<file path="src/hdl/topm_pkg.sv">
package topm_pkg;

   // item operation codes
   typedef enum logic [0:0] {
      OP_LOAD   = 1'b0,
      OP_UPDATE = 1'b1
   } op_type;

   // number of lanes an item carries
   localparam int unsigned MAX_LANES = 4;

   // per-cell enables, from the accumulate stage
   typedef struct packed {
      logic load_en;
      logic update_en;
   } cell_ctrl_type;

   // Q32.32 to Q16.16: round to nearest, ties up, saturate to 32 bits
   function automatic logic signed [31:0] to_q16(input logic signed [63:0] acc);
      logic signed [64:0] biased;
      logic signed [48:0] q;
      begin
         biased = {acc[63], acc} + 65'sd32768;
         q = biased[64:16];
         if (q > 49'sd2147483647) begin
            to_q16 = 32'sh7fffffff;
         end else if (q < -49'sd2147483648) begin
            to_q16 = 32'sh80000000;
         end else begin
            to_q16 = q[31:0];
         end
      end
   endfunction

endpackage

</file>
<file path="src/hdl/topm_mac_cell.sv">
module topm_mac_cell
   import topm_pkg::*;
(
   input  logic                 clock,
   input  logic                 reset,
   input  logic signed [31:0]   a_elem,
   input  logic signed [31:0]   b_elem,
   input  logic signed [31:0]   load_value,
   input  cell_ctrl_type        ctrl,
   output logic signed [63:0]   acc
);

   logic signed [63:0] prod_ff;
   logic signed [63:0] prod_in;
   logic signed [63:0] acc_ff;
   logic signed [63:0] acc_in;
   logic signed [64:0] sum;

   // product of the operand slices, registered before the add
   assign prod_in = a_elem * b_elem;

   always_ff @(posedge clock) begin
      prod_ff <= prod_in;
   end

   // saturating accumulate or load of an old C value
   always_comb begin
      sum = {acc_ff[63], acc_ff} + {prod_ff[63], prod_ff};
      acc_in = acc_ff;
      if (ctrl.load_en) begin
         acc_in = {{16{load_value[31]}}, load_value, 16'h0000};
      end else if (ctrl.update_en) begin
         if (sum[64] != sum[63]) begin
            acc_in = sum[64] ? {1'b1, 63'd0} : {1'b0, {63{1'b1}}};
         end else begin
            acc_in = sum[63:0];
         end
      end
   end

   always_ff @(posedge clock) begin
      if (reset) begin
         acc_ff <= '0;
      end else begin
         acc_ff <= acc_in;
      end
   end

   assign acc = acc_ff;

endmodule

</file>
<file path="config.mk">
export PLATFORM = sky130hd
export DESIGN_NAME = topm_mac_cell
export DESIGN_NICKNAME = d
export VERILOG_FILES = /design/src/hdl/topm_pkg.sv /design/src/hdl/topm_mac_cell.sv
export SDC_FILE = /design/constraint.sdc
export NUM_CORES = 2
export LEC_CHECK = 0
export BUFFER_PORTS_ARGS = -buffer_cell sky130_fd_sc_hd__buf_2
export CORE_ASPECT_RATIO = 1.25
export CORE_MARGIN = 5
export CORE_UTILIZATION = 35
export CTS_BUF_LIST = sky130_fd_sc_hd__clkbuf_8
export DETAILED_ROUTE_END_ITERATION = 10
export HOLD_SLACK_MARGIN = 0.05
export PLACE_DENSITY = 0.58
export SLEW_MARGIN = 20
export SYNTH_ARGS = -nofsm -noshare
export SYNTH_HDL_FRONTEND = slang
export SYNTH_SLANG_ARGS = --single-unit
</file>
<file path="constraint.sdc">
create_clock -name clock -period 14.9 [get_ports clock]
set_input_delay 0.745 -clock clock [delete_from_list [all_inputs] [get_ports clock]]
set_output_delay 0.745 -clock clock [all_outputs]
set_load 0.01 [all_outputs]
</file>
==> results_tabular.tex <==
\begin{tabular}{lr}
\hline
Metric & Value \\
\hline
\multicolumn{2}{l}{\textbf{Synth}} \\
Synthesized netlist net count & 6,288 \\
Register bit count reported by yosys & 128 \\
Share of the yosys chip area belonging to registers & 5.83\% \\
Combinational family with the most area after synthesis & adder cells \\
Xor/xnor cell area share of the yosys netlist & 2.55\% \\
Unique masters post-synth & 71 \\
Area fraction in and, or, nand and nor cells after synthesis & 16.4\% \\
Adder-cell share of the synthesized area & 56.4\% \\
Share of synthesized area spent on multiplexers & 0.0455\% \\
Mapped Avg Cell Area & 9.05 um2 \\
Synth Flop Type & sky130\_fd\_sc\_hd\_\_dfxtp\_1 \\
Post-synth ARST share & 0\% \\
Post-synth EDFFs & 0 \\
Cell area after synthesis & 44,000 um2 \\
Gate count of the mapped netlist & 4,856 \\
Area fraction in compound gates after synthesis & 7.64\% \\
Total of warnings raised by yosys & 0 \\
\multicolumn{2}{l}{\textbf{STA}} \\
Sum of negative setup slack & 0 ps \\
Period utilisation layout & 57.9\% \\
RSZ-0062 raised after global routing & false \\
Worst hold slack & 500 ps \\
Post-layout min period & 8630 ps \\
Highest achievable clock rate & 0.116 GHz \\
Count of final max-slew check failures & 0 \\
Clk\_skew & 13.7 ps \\
Number of hold violations in the final report & 0 \\
Pin slew with the least headroom to its limit & 944 ps \\
Setup violation total in the final timing report & 0 \\
Worst slew margin & 37.0\% \\
\multicolumn{2}{l}{\textbf{Critical path}} \\
Worst-path fanout max & 32 \\
Slowest Stage Delay on Critical Path & 870 ps \\
Element type at the critical path end & flip-flop \\
Data required, critical path & 15,260 ps \\
Data arrival at the endpoint of the critical path & 9000 ps \\
Worst setup path class & primary input to flip-flop \\
Most common cell type on the critical path & sky130\_fd\_sc\_hd\_\_fa\_1 \\
Worst path slowest cell & sky130\_fd\_sc\_hd\_\_fa\_1 \\
CP startpoint kind & primary input \\
\multicolumn{2}{l}{\textbf{Floorplan}} \\
Y dimension of the die & 406 um \\
I/O pin count & 164 \\
Core area & 125,000 um2 \\
Number of core rows & 145 \\
Floorplan die area & 133,000 um2 \\
Die Width & 327 um \\
Initial core utilization & 35.2\% \\
\multicolumn{2}{l}{\textbf{Final layout}} \\
Non-filler instance count after layout & 6,427 \\
Nets@finish & 6,226 \\
Most common cell after layout, fill and taps aside & sky130\_fd\_sc\_hd\_\_fa\_1 \\
Most frequent cells in the layout & sky130\_fd\_sc\_hd\_\_fa\_1 (1,083), sky130\_fd\_sc\_hd\_\_inv\_1 (1,030), sky130\_fd\_sc\_hd\_\_nand2\_1 (600), sky130\_fd\_sc\_hd\_\_and2\_1 (508), sky130\_fd\_sc\_hd\_\_ha\_1 (249) \\
Layout overhead on the synthesized area & 5.43\% \\
Core Util, Final & 37.1\% \\
Fraction of layout cells with a size suffix above 1 & 5.06\% \\
\multicolumn{2}{l}{\textbf{Clock network}} \\
H-tree level count & 4 \\
Number of buffers on the longest clock path & 2 \\
CTS resizes & 0 \\
Num Clock Sinks & 128 \\
Cell chosen for the clock root & sky130\_fd\_sc\_hd\_\_clkbuf\_8 \\
Count of hold-fix buffers inserted at cts & 0 \\
Clock buffers created by TritonCTS & 17 \\
Clock input transition at the sequential cells of the worst setup and hold paths & 90 ps \\
CTS tree & built \\
Setup fix buffers added after clock tree synthesis & 0 \\
Worst-Skew Late Latency & 480 ps \\
\multicolumn{2}{l}{\textbf{Status}} \\
Status & finished clean \\
\multicolumn{2}{l}{\textbf{Detailed routing}} \\
Detailed Route Iter0 Violations & 1,445 \\
Remaining antenna violation count & 0 \\
Routed len/inst & 20.1 um \\
Final wirelength & 129,000 um \\
Number of vias per cell after detailed routing & 5.07 \\
Post-route DRC violation count & 0 \\
Vias after detailed routing & 32,570 \\
Number of detailed-route iterations in the first pass & 5 \\
\multicolumn{2}{l}{\textbf{Placement}} \\
Last weighted congestion value of the routability-driven placer & 0.905 \\
Number of buffers inserted by port buffering & 163 \\
Detail Placement HPWL & 103,000 um \\
DP Cell Count & 6,392 \\
\multicolumn{2}{l}{\textbf{Global routing}} \\
Overall track demand over capacity in global routing & 19.6\% \\
Initial antenna violation count & 3 \\
Sum of overflow across all layers after global routing & 0 \\
First-pass GRT wire length & 203,000 um \\
Largest net degree at the start of global routing & 70 \\
Number of global-route vias before repair & 36,515 \\
\multicolumn{2}{l}{\textbf{Min path}} \\
Worst min-delay path category & flip-flop to flip-flop \\
\multicolumn{2}{l}{\textbf{Flow run}} \\
Number of max-cap violations & 0 \\
\hline
\end{tabular}
==> flip-flops by register name (all words and copies together), names as in the netlist <==
register and flops:
prod_ff 64, acc 64
==> final timing paths <==
check	slack, ps	to	cells after the start	start
max	6270	prod_ff[60]$_DFF_P_	27	b_elem[5]
max reg2reg	9180	acc[44]$_SDFFE_PP0P_	18	acc[8]$_SDFFE_PP0P_
min reg2reg	500	acc[4]$_SDFFE_PP0P_	2	acc[4]$_SDFFE_PP0P_
min	500	acc[4]$_SDFFE_PP0P_	2	acc[4]$_SDFFE_PP0P_
==> critical path, delay by kind of cell <==
| kind | cells | cell delay (ps) |
|---|---|---|
| AOI/OAI and AO/OA | 6 | 1120 |
| adders and majority gates | 9 | 4670 |
| buffers and inverters | 8 | 1640 |
| and+or+nand+nor | 4 | 770 |
==> per-layer routing <==
metal	GRT usage, %	up-vias	routed length (um)	part of all wire [%]
met5	0	-	0	0
met4	10.3	0	8300	6.4
met3	1.75	275	3870	3.0
met1	20.8	17147	45100	35
met2	38.3	738	71600	56
li1	-	14410	-	-
==> logic make-up after synthesis <==
logic type      Yosys count
xor+xnor                128
fa+ha+maj              1332
flops                   128
simple gates           1434
compound gates          533
mux                       2
buf+inv                1299
==> layout make-up <==
type / count / area [um2]
antenna: 3 / 7.51
clock buffer: 17 / 234
clock inverter: 15 / 141
fill: 12754 / 78700
inverter: 1030 / 3870
multi-input combinational: 3429 / 36500
sequential: 128 / 2560
tap: 1617 / 2020
timing repair buffer: 188 / 1000
==> synthesized netlist by cell type, types with 39 or more instances <==
master                     instances  area (um2)
sky130_fd_sc_hd__xor2_1           39         342
sky130_fd_sc_hd__a21oi_1         204        1020
sky130_fd_sc_hd__and2_1          508        3180
sky130_fd_sc_hd__nand2_1         600        2250
sky130_fd_sc_hd__nor2_1          121         454
sky130_fd_sc_hd__o21ai_0         101         505
sky130_fd_sc_hd__xnor2_1          89         780
sky130_fd_sc_hd__clkbuf_1        255         957
sky130_fd_sc_hd__fa_1           1083       21700
sky130_fd_sc_hd__ha_1            249        3120
sky130_fd_sc_hd__a21o_1           71         533
sky130_fd_sc_hd__dfxtp_1         128        2560
sky130_fd_sc_hd__inv_1          1030        3870
==> through the flow <==
stage / worst slack, ps / instance area [um2]
after floorplan: 6810 / 44000
after global placement: 5810 / 46000
after detailed placement: 5790 / 46000
after CTS: 6270 / 46300
after global routing: 5830 / 46300
final: 6270 / 46300
Power is left out: the tool's default activity adds up to more than one toggle a clock period on the data nets, which glitch-free logic cannot reach.
